File: src/rtl/ptb_ram.sv
// ptb_ram: generic single-write, single-read RAM with registered read.
// No dependencies.
module ptb_ram #(
    parameter int WIDTH = 32,
    parameter int DEPTH = 32
) (
    input  logic                                    i_clk,
    input  logic                                    i_wr_en,
    input  logic [((DEPTH > 1) ? $clog2(DEPTH) : 1)-1:0] i_wr_addr,
    input  logic [WIDTH-1:0]                        i_wr_data,
    input  logic                                    i_rd_en,
    input  logic [((DEPTH > 1) ? $clog2(DEPTH) : 1)-1:0] i_rd_addr,
    output logic [WIDTH-1:0]                        o_rd_data
);

    logic [WIDTH-1:0] r_mem [DEPTH];
    logic [WIDTH-1:0] r_rd_data;

    // write port
    always_ff @(posedge i_clk) begin
        if (i_wr_en) begin
            r_mem[i_wr_addr] <= i_wr_data;
        end
    end

    // registered read port, holds while idle
    always_ff @(posedge i_clk) begin
        if (i_rd_en) begin
            r_rd_data <= r_mem[i_rd_addr];
        end
    end

    assign o_rd_data = r_rd_data;

endmodule

File: config.mk
export PLATFORM = sky130hd
export DESIGN_NAME = ptb_ram
export DESIGN_NICKNAME = d
export VERILOG_FILES = /design/src/rtl/ptb_ram.sv
export SDC_FILE = /design/constraint.sdc
export NUM_CORES = 1
export LEC_CHECK = 0
export BUFFER_PORTS_ARGS = -buffer_cell sky130_fd_sc_hd__buf_2
export CAP_MARGIN = 20
export CORE_ASPECT_RATIO = 1.1
export CORE_UTILIZATION = 45
export CTS_CLUSTER_SIZE = 24
export DETAILED_ROUTE_END_ITERATION = 6
export GPL_TIMING_DRIVEN = 0
export MAX_ROUTING_LAYER = met4
export REMOVE_ABC_BUFFERS = 1
export SYNTH_ARGS = -nofsm -noshare
export SYNTH_HDL_FRONTEND = slang
export SYNTH_SLANG_ARGS = --single-unit
File: constraint.sdc
create_clock -name i_clk -period 4.01 [get_ports i_clk]
set_input_delay 0.802 -clock i_clk [delete_from_list [all_inputs] [get_ports i_clk]]
set_output_delay 0.802 -clock i_clk [all_outputs]
set_load 0.005 [all_outputs]
# Word level (Yosys, flattened, before mapping)
# Memory sizes are Yosys's and may differ from the RTL's. A register that Yosys moved wholly into a read port is not among the register bits.
# Cells that the tools add are included.
dict set report totals {
  register_bits 0
  ramBits 1024
  in_bits 45
  output_inout_bits 32
  mem_count 1
}
dict set report op_classes {
  n_mux 2
}
# name depth word_bits rd rd_ports_with_merged_regs wr line_no
set mem_list {}
lappend mem_list {r_mem 32 32 1 1 1 16} ;# logic [WIDTH-1:0] r_mem [DEPTH];
# cell n
set ops {}
lappend ops {{1-bit two-way mux} 2}

# Longest topological paths before layout
dict set report logic_depth {
  ltp_word 2
  mapped_depth 8
  mapped_depth_nobuf 5
}

# Worst setup path before layout
# No wires, ideal clock.
dict set report synth_timing {
  path_type {input to register}
  startpoint {input port i_wr_addr[1] (netlist bit)}
  endpoint {memory r_mem[12][0] (enable)}
  setup_ns 0.421
  t_arrival_ns 2.815
  path_slack_ns 0.774
  stages 3
  path_buffers 1
  cell_sequence {or3b_2 clkbuf_1 nor2_1}
}
# item line_no
set synth_rtl {}
lappend synth_rtl {{from (decl)} 9} ;# input logic [((DEPTH > 1) ? $clog2(DEPTH) : 1)-1:0] i_wr_addr,
lappend synth_rtl {{to (decl)} 16}
# No word-level cell before the write port.

==> reports/qor.csv <==
metric;value;unit
synth_area;40800;sq um
final_common_cell;edfxtp_1;
pre_cts_slack;0.0837;ns
layout_common_cells;1056 x edfxtp_1, 512 x mux2i_1, 106 x clkbuf_16;
timing.slew.headroom;0.358;
final_hold_viol_count;0;
hold_path.class;primary input to flop;
cp_slowest_cell;buf_16;
violations;DRC;
syn_inst;2260;
cp_cell_sequence;buf_8 -> buf_16 -> buf_16 -> buf_16 -> mux2i_1 -> a22o_1 -> nor3_1 -> a31oi_1 -> nand3_1;
route.detailed.drc;4;
path_common_cell;buf_16;
worst_slew_pin_slew;0.961;ns
fin_worst_skew;0.0218;ns
critPathMaxFanout;92;
dpl.hpwl;58500;um
core-area;89600;sq um
syn_avg_cell_area;18.1;sq um
irDropWorstVdd;0.000316;V
wl_per_cell;26.6;um
grt_pass1_vias;21271;
ctsHoldBuffers;0;
rrSetupSlack;2.52;ns
antenna_found_initial;2;
clkLatencyLatePin;0.67;ns
required;4.40;ns
grt_max_degree;94;
finalWorstSetupSlack;0.922;ns
cpPeakStageDelay;0.46;ns
dr.pass1.iters;7;
clock_path_buffers;3;
hold_start;i_wr_data[13];
slew_viol_final;0;
ys_seq_area_frac;0.777;
leakage;0.0163;uW
finalWeightedCongestion;0.718;
r2r_cells;5;
outcome;complete, but fails checks;
io_buffers;76;
via_per_inst;5.71;
die_area;91900;sq um
min_period;3.09;ns
grt_use_total;0.220;
criticalPathCategory;primary input to flop;
critPathLaunchType;primary input;
ctsHtreeMaxLevel;3;
drtIter0Drc;1837;
cts_setup_buffers;0;
total_power;22700;uW
p_per_area;480;nW/um^2
die_y;318;um
initial_core_util;0.455;
vias;20834;
drive_gt1_frac;0.138;
synth-seq-cells;1056;
cts_sinks;1056;
rsz0062_at_grt;false;
fp.dieW;289;um
wirelength;97200;um
r2r_start;r_mem[1][20]$_DFFE_PP_;
grt_first_pass_wirelength;141000;um
ant_nets;0;
clk_pin_slew;0.06;ns
yosys_warnings;0;
path_buf_inv;4;
boundaryPins;77;
crit_family;buffers and inverters;
crit_arrival;3.48;ns
cts_made_buffers;102;
synthToLayoutAreaGrowth;15.9;%
min_delay_path_depth;1;
cts_resized;0;
cp-end-kind;flop;
maxCapViolations;0;
nNetsFinal;2435;
setup_viol_count_final;0;
grt.overflow.total;0;
tritoncts;yes;
holdPathEnd;r_mem[25][13]$_DFFE_PP_;
r2r_end;o_rd_data[20]$_DFFE_PP_;
fin_crit_sh;0.770;
timing.fmax;324;MHz
rows;115;
nFillCells;6966;
synth_cell_types;24;
cts-root-buf;clkbuf_16;
layout make-up:
class                           instances  area (sq um)  share of cell area
Tap cell                             1170          1460              0.0309
Clock inverter                         58           473              0.0100
Clock buffer                          132          2750              0.0581
Sequential cell                      1056         31700               0.670
Antenna cell                            2          5.00            0.000106
Timing Repair Buffer                  153          2300              0.0486
Multi-Input combinational cell       1077          8610               0.182
power breakdown:
part | internal, uW | leakage (uW) | total (uW) | switching, uW
clock | 5280 | 0.00158 | 9230 | 3950
sequential | 12300 | 0.00954 | 12400 | 37.7
combinational | 407 | 0.00520 | 1150 | 738
worst reg2reg max path: cells and delay by family (launching register included):
kind | cells | cell delay, ns
AND/OR/NAND/NOR | 2 | 0.26
AO/OA/AOI/OAI | 2 | 0.43
multiplexers | 1 | 0.14
flip-flops | 1 | 0.37
routing by layer:
layer,wire length (um),global-route usage,vias to the layer above
li1,-,-,9282
met1,43300,0.307,10808
met2,46700,0.340,619
met3,5420,0.0282,125
met4,1850,0.0588,0
met5,0,-,-
metrics by stage:
step / instance area [sq um] / instances / hold WS (ns) / util / TNS (ns)
finish: 47300 / 3648 / 0.613 / 0.528 / 0
global route: 47300 / 3648 / 0.620 / 0.528 / 0
CTS: 47300 / 3646 / 0.583 / 0.528 / 0
detailed placement: 44100 / 3456 / 0.677 / 0.492 / 0
global placement: 41900 / 3379 / 0.672 / 0.467 / -1811.16
floorplan: 40100 / 2133 / 0.630 / - / -61.05
worst max-delay path by stage:
| stage | to | from | cells past startpoint | slack (ns) |
|---|---|---|---|---|
| global placement | o_rd_data[5]$_DFFE_PP_ | i_rd_addr[0] | 5 | -10.00 |
| global route | o_rd_data[7]$_DFFE_PP_ | i_rd_addr[0] | 9 | 0.62 |
| detailed placement | o_rd_data[5]$_DFFE_PP_ | i_rd_addr[0] | 9 | 0.08 |
| CTS | o_rd_data[5]$_DFFE_PP_ | i_rd_addr[0] | 9 | 0.78 |
| floorplan | o_rd_data[0]$_DFFE_PP_ | i_rd_addr[1] | 5 | -1.91 |
| finish | o_rd_data[7]$_DFFE_PP_ | i_rd_addr[0] | 9 | 0.92 |
synth_stat cells, drive strengths merged:
library cell / number / area, sq um
a21oi: 96 / 480
a22o: 64 / 561
a22oi: 96 / 721
a31oi: 32 / 200
and2: 1 / 6.26
and2b: 1 / 7.51
buf: 79 / 566
clkbuf: 48 / 188
edfxtp: 1056 / 31700
mux2i: 512 / 5120
nand2: 98 / 368
nand2b: 2 / 12.5
nand3: 98 / 490
nand3b: 5 / 37.5
nor2: 34 / 128
nor2b: 1 / 6.26
nor3: 32 / 160
or2: 1 / 6.26
or3: 1 / 6.26
or3b: 3 / 26.3
sequential cells by signal, summed over array words and instances, names as in the netlist:
signal     cells
o_rd_data     32
r_mem       1024
cells by family (layout without fill, tap and decap cells):
kind of cell,count (synthesis),count (layout),share of synthesized area
AO/OA/AOI/OAI,288,288,0.0481
AND/OR/NAND/NOR,277,277,0.0308
buffers and inverters,127,343,0.0185
flip-flops,1056,1056,0.777
multiplexers,512,512,0.126
other,0,2,0
Power figures use the tool's default switching activity.
