[config.mk]
export PLATFORM = sky130hd
export DESIGN_NAME = ptb_alu
export DESIGN_NICKNAME = d
export VERILOG_FILES = /design/src/rtl/ptb_pkg.sv /design/src/rtl/ptb_alu.sv
export SDC_FILE = /design/constraint.sdc
export NUM_CORES = 1
export LEC_CHECK = 0
export BUFFER_PORTS_ARGS = -buffer_cell sky130_fd_sc_hd__buf_2
export CORE_ASPECT_RATIO = 1.4
export CORE_MARGIN = 2
export CORE_UTILIZATION = 53
export DETAILED_ROUTE_END_ITERATION = 10
export PLACE_DENSITY = 0.91
export SLEW_MARGIN = 10
export SYNTH_ARGS = -nofsm -noshare
export SYNTH_HDL_FRONTEND = slang
export SYNTH_SLANG_ARGS = --single-unit
[constraint.sdc]
create_clock -name vclk -period 3.7
set_clock_uncertainty 0.05 [all_clocks]
set_input_delay 0.37 -clock vclk [all_inputs]
set_output_delay 0.37 -clock vclk [all_outputs]
set_load 0.01 [all_outputs]
[src/rtl/ptb_pkg.sv]
// ptb_pkg: shared types and constants of the periodic timer bank.
// No dependencies; imported by every other file of the block but ptb_ram.
package ptb_pkg;

    localparam int DATA_W = 32;   // period, elapsed and remaining counts
    localparam int SLOT_W = 5;    // slot fields on the ports
    localparam int USED_W = 6;    // count of slots in use

    // Input operation codes
    typedef enum logic [1:0] {
        OP_TICK   = 2'd0,
        OP_ADD    = 2'd1,
        OP_REMOVE = 2'd2
    } t_op;

    // Result kinds
    typedef enum logic [1:0] {
        KIND_ADD    = 2'd0,
        KIND_REMOVE = 2'd1,
        KIND_EXPIRE = 2'd2,
        KIND_TICK   = 2'd3
    } t_kind;

    // Sequencer states
    typedef enum logic [2:0] {
        ST_IDLE,
        ST_ADD,
        ST_REMOVE,
        ST_TICK_RD,
        ST_TICK_CALC,
        ST_TICK_DONE
    } t_state;

    // Result of the shared compare/subtract unit
    typedef struct packed {
        logic              gt;    // remaining > elapsed
        logic [DATA_W-1:0] diff;  // remaining - elapsed
    } t_alu_res;

endpackage

[src/rtl/ptb_alu.sv]
// ptb_alu: shared compare/subtract unit used once per in-use slot on a tick.
// Depends on ptb_pkg for t_alu_res.
module ptb_alu import ptb_pkg::*; (
    input  logic [DATA_W-1:0] i_remaining,
    input  logic [DATA_W-1:0] i_elapsed,
    output t_alu_res          o_res
);

    logic [DATA_W:0] sub;

    // one wide subtract; the borrow gives the compare
    assign sub        = {1'b0, i_remaining} - {1'b0, i_elapsed};
    assign o_res.diff = sub[DATA_W-1:0];
    assign o_res.gt   = !sub[DATA_W] && (sub[DATA_W-1:0] != '0);

endmodule

* Yosys cells after proc, flatten, opt, wreduce, memory -nomap -nowiden *
Cells that the tools add are included.

storage, ports and cells
  register bits after elaboration = 0
  input bits = 64
  output and inout port bits = 33
  logic and storage cells = 4

operators by class
  add/subtract/negate cells = 1
  reduce and logical (&&, ||, !) cells = 3

operators with widths
  kind                                            count
  32-bit by 32-bit subtractor with 33-bit output  1
  32-bit nonzero test                             1
  1-bit logical AND                               1
  1-bit zero test                                 1

* Longest topological paths before layout *
  depth in word-level cells = 3
  mapped depth = 12
  gate-level depth less buffers = 12

* Worst setup path before layout *
OpenSTA, ideal clock, no wires.

  kind = input to output
  start point = in i_remaining[0]
  end point = out o_res[32] (netlist name)
  arrival time = 2967 ps
  data required time = 3280 ps
  setup slack = 313 ps
  cell stages on the path = 12
  path buffers = 0
  cell sequence = inv_1 ha_1 fa_1 nor2b_2 o2111ai_1 a21o_1 a211oi_2 o2111ai_1 nor3b_1 or4_4 nor4_2 a21oi_1

RTL lines
  element      RTL line      RTL
  from (decl)  ptb_alu.sv:4  input logic [DATA_W-1:0] i_remaining,
  to (decl)    ptb_alu.sv:6  output t_alu_res o_res

==> results_dict.tcl <==
set metrics [dict create \
    slowest_stage "or4_4" \
    rows 29 \
    rsz0062_at_grt "true" \
    pwr-share-clk_pct 0 \
    outcome "complete, no violations" \
    drt-vias-per-instance 6.19 \
    syn_area_sq_mm 0.00252 \
    cts_hold_buffers 0 \
    start_kind "input port" \
    post-route-period-util_pct 99.6 \
    layout_common_cells "95 x buf_2, 50 x inv_1, 30 x a21oi_1, 29 x ha_1, 28 x buf_4" \
    dp.cells 544 \
    cp.required_ns 3.28 \
    path_delay_family "compound AO/OA/AOI/OAI gates" \
    worst_pin_slew_ns 0.485 \
    register_area_sq_um 0 \
    multi_input_area_sq_mm 0.00239 \
    p_sw_share_pct 57.1 \
    period_minus_slack_ns 3.68 \
    combPwrFrac_pct 100.0 \
    slowest_delay_ns 0.56 \
    yosysSeqAreaShare_pct 0 \
    drc 0 \
    start_util_pct 55.2 \
    leakage_nw 1.70 \
    crit_buf_inv 4 \
    synth_cells 380 \
    slew_headroom_pct 67.3 \
    ir_drop_mv 0.120 \
    cellPowerDensity_mw_per_mm2 209 \
    drive_above_1_share_pct 33.2 \
    nNetsFinal 587 \
    worstPathCellList "buf_2 -> inv_1 -> ha_2 -> a21o_4 -> a21oi_4 -> a21o_1 -> a21o_1 -> buf_4 -> a21oi_1 -> a311o_1 -> or4_4 -> nor4_4 -> a21oi_1 -> buf_2" \
    vias 3403 \
    yosysWarnings 0 \
    ioPinCount 97 \
    hold_viol 0 \
    p_seq_share_pct 0 \
    num-clock-buffers 0 \
    wl_um 8480 \
    antenna_found_initial 0 \
    synth_cell_types 73 \
    grt_overflow 0 \
    pre_cts_ws_ns -0.0772 \
    syn_to_final_growth_pct 33.5 \
    core_area_sq_mm 0.00457 \
    crit_arrival_ns 3.26 \
    worst_hold_path.num_cells 4 \
    die-width_um 62.3 \
    worstSetupPathType "in -> out" \
    max_cap_violations 0 \
    finalSetupViolations 0 \
    mostFrequentLayoutCell "buf_2" \
    max_freq_mhz 271 \
    syn_area_per_cell_sq_um 6.64 \
    finalNonFillerCells 550 \
    drv_slew 0 \
    grt_pass1_wl_um 13200 \
    wl_per_cell_um 15.4 \
    fin_ws_ns 0.0154 \
    grt_pass1_vias 3192 \
    intPower_mw 0.302 \
    dpl.hpwl_um 6820 \
    switching_power_mw 0.403 \
    path_max_fanout 5 \
    n_fill_cell 378 \
    dr.pass1.iters 4 \
    drtIter0Drc 163 \
    track_usage_pct 28.9 \
    die_h_um 85.6 \
    endpoint_kind "output pin" \
    design.seq.count 0 \
    ant_nets 0 \
    globalplace.congestion 0.952 \
    synth_nets 477 \
    dieArea_sq_mm 0.00534 \
    hp-class "in -> out" \
    antennaDiodeCount 0 \
    grt_max_degree 12 \
    portBuffers 97 \
    crit_cells 14 \
]
[repair_timing]
action | 4_1_cts | 5_1_grt
buffers inserted | 0 | 6
setup endpoints to repair | 1 | 1
pin swaps | 0 | 18
gates resized for setup | 3 | 24
[per-stage QoR]
stage | hold slack, ns | cell area (sq um) | util, % | TNS (ns) | power, mW
after global routing | 1.07 | 3370 | 73.7 | -0.0251 | 0.764
after global placement | 1.05 | 3170 | 69.4 | 0 | 0.634
after detailed placement | 1.05 | 3170 | 69.4 | -0.0772 | 0.648
final | 1.05 | 3370 | 73.7 | 0 | 0.705
after floorplan | 0.846 | 2520 | - | 0 | 0.426
after CTS | 1.05 | 3180 | 69.6 | 0 | 0.653
[final timing paths]
kind	from	endpoint	slack, ns
hold / removal	i_elapsed[0]	o_res[0]	1.05
setup / recovery	i_elapsed[4]	o_res[32]	0.02
[worst min-delay path, stage by stage]
cell and delay, ns:
buf_6 0.08, ha_4 0.11, inv_1 0.04, buf_2 0.13
[cells by family (layout without fill, tap and decap cells)]
logic type               Yosys count  in the layout  synth area share (%)
AO/OA/AOI/OAI                    132            132                  38.0
buffers and inverters             68            176                  10.7
multiplexers                       5              5                  2.08
XOR/XNOR                          14             14                  4.86
AND/OR/NAND/NOR                  128            128                  27.7
adder cells (fa/ha/maj)           33             33                  16.7
[synth_stat cells, types with 3 or more instances]
| cell type | count | area [sq um] |
|---|---|---|
| xor2_1 | 6 | 52.6 |
| buf_2 | 8 | 40.0 |
| inv_1 | 51 | 191 |
| nor2_1 | 24 | 90.1 |
| and3_1 | 5 | 31.3 |
| o21bai_1 | 4 | 30.0 |
| ha_1 | 32 | 400 |
| nand2_1 | 20 | 75.1 |
| nand2b_1 | 4 | 25.0 |
| and2_1 | 9 | 56.3 |
| a31oi_1 | 3 | 18.8 |
| o22ai_1 | 3 | 18.8 |
| o21ai_0 | 17 | 85.1 |
| nor3_1 | 11 | 55.1 |
| clkbuf_1 | 7 | 26.3 |
| nand3b_1 | 3 | 22.5 |
| nand3_1 | 20 | 100 |
| a211oi_1 | 11 | 82.6 |
| o21a_1 | 3 | 22.5 |
| or3_1 | 4 | 25.0 |
| a21oi_1 | 31 | 155 |
| nand4_1 | 8 | 50.1 |
| o2111ai_1 | 4 | 35.0 |
| a21o_1 | 15 | 113 |
| nor4_1 | 3 | 18.8 |
| xnor2_1 | 8 | 70.1 |
| mux2i_1 | 3 | 30.0 |
[layout make-up]
type / instances / area share, %
Inverter: 51 / 5.76
Multi-Input combinational cell: 312 / 70.9
Tap cell: 62 / 2.30
Timing Repair Buffer: 125 / 21.0
[metal layers]
metal / vias to the layer above / global-route usage, % / share of wire, %
met3: 42 / 2.36 / 6.8
met2: 184 / 57.0 / 53
met1: 1534 / 30.2 / 35
met5: - / 0 / 0
met4: 0 / 14.7 / 5.2
li1: 1643 / - / -
[power by group through the flow]
| stage | sequential [mW] | combinational (mW) | clock [mW] |
|---|---|---|---|
| floorplan | 0 | 0.426 | 0 |
| global placement | 0 | 0.634 | 0 |
| detailed placement | 0 | 0.648 | 0 |
| CTS | 0 | 0.653 | 0 |
| global route | 0 | 0.764 | 0 |
| finish | 0 | 0.705 | 0 |
(Power assumes the default switching activity.)
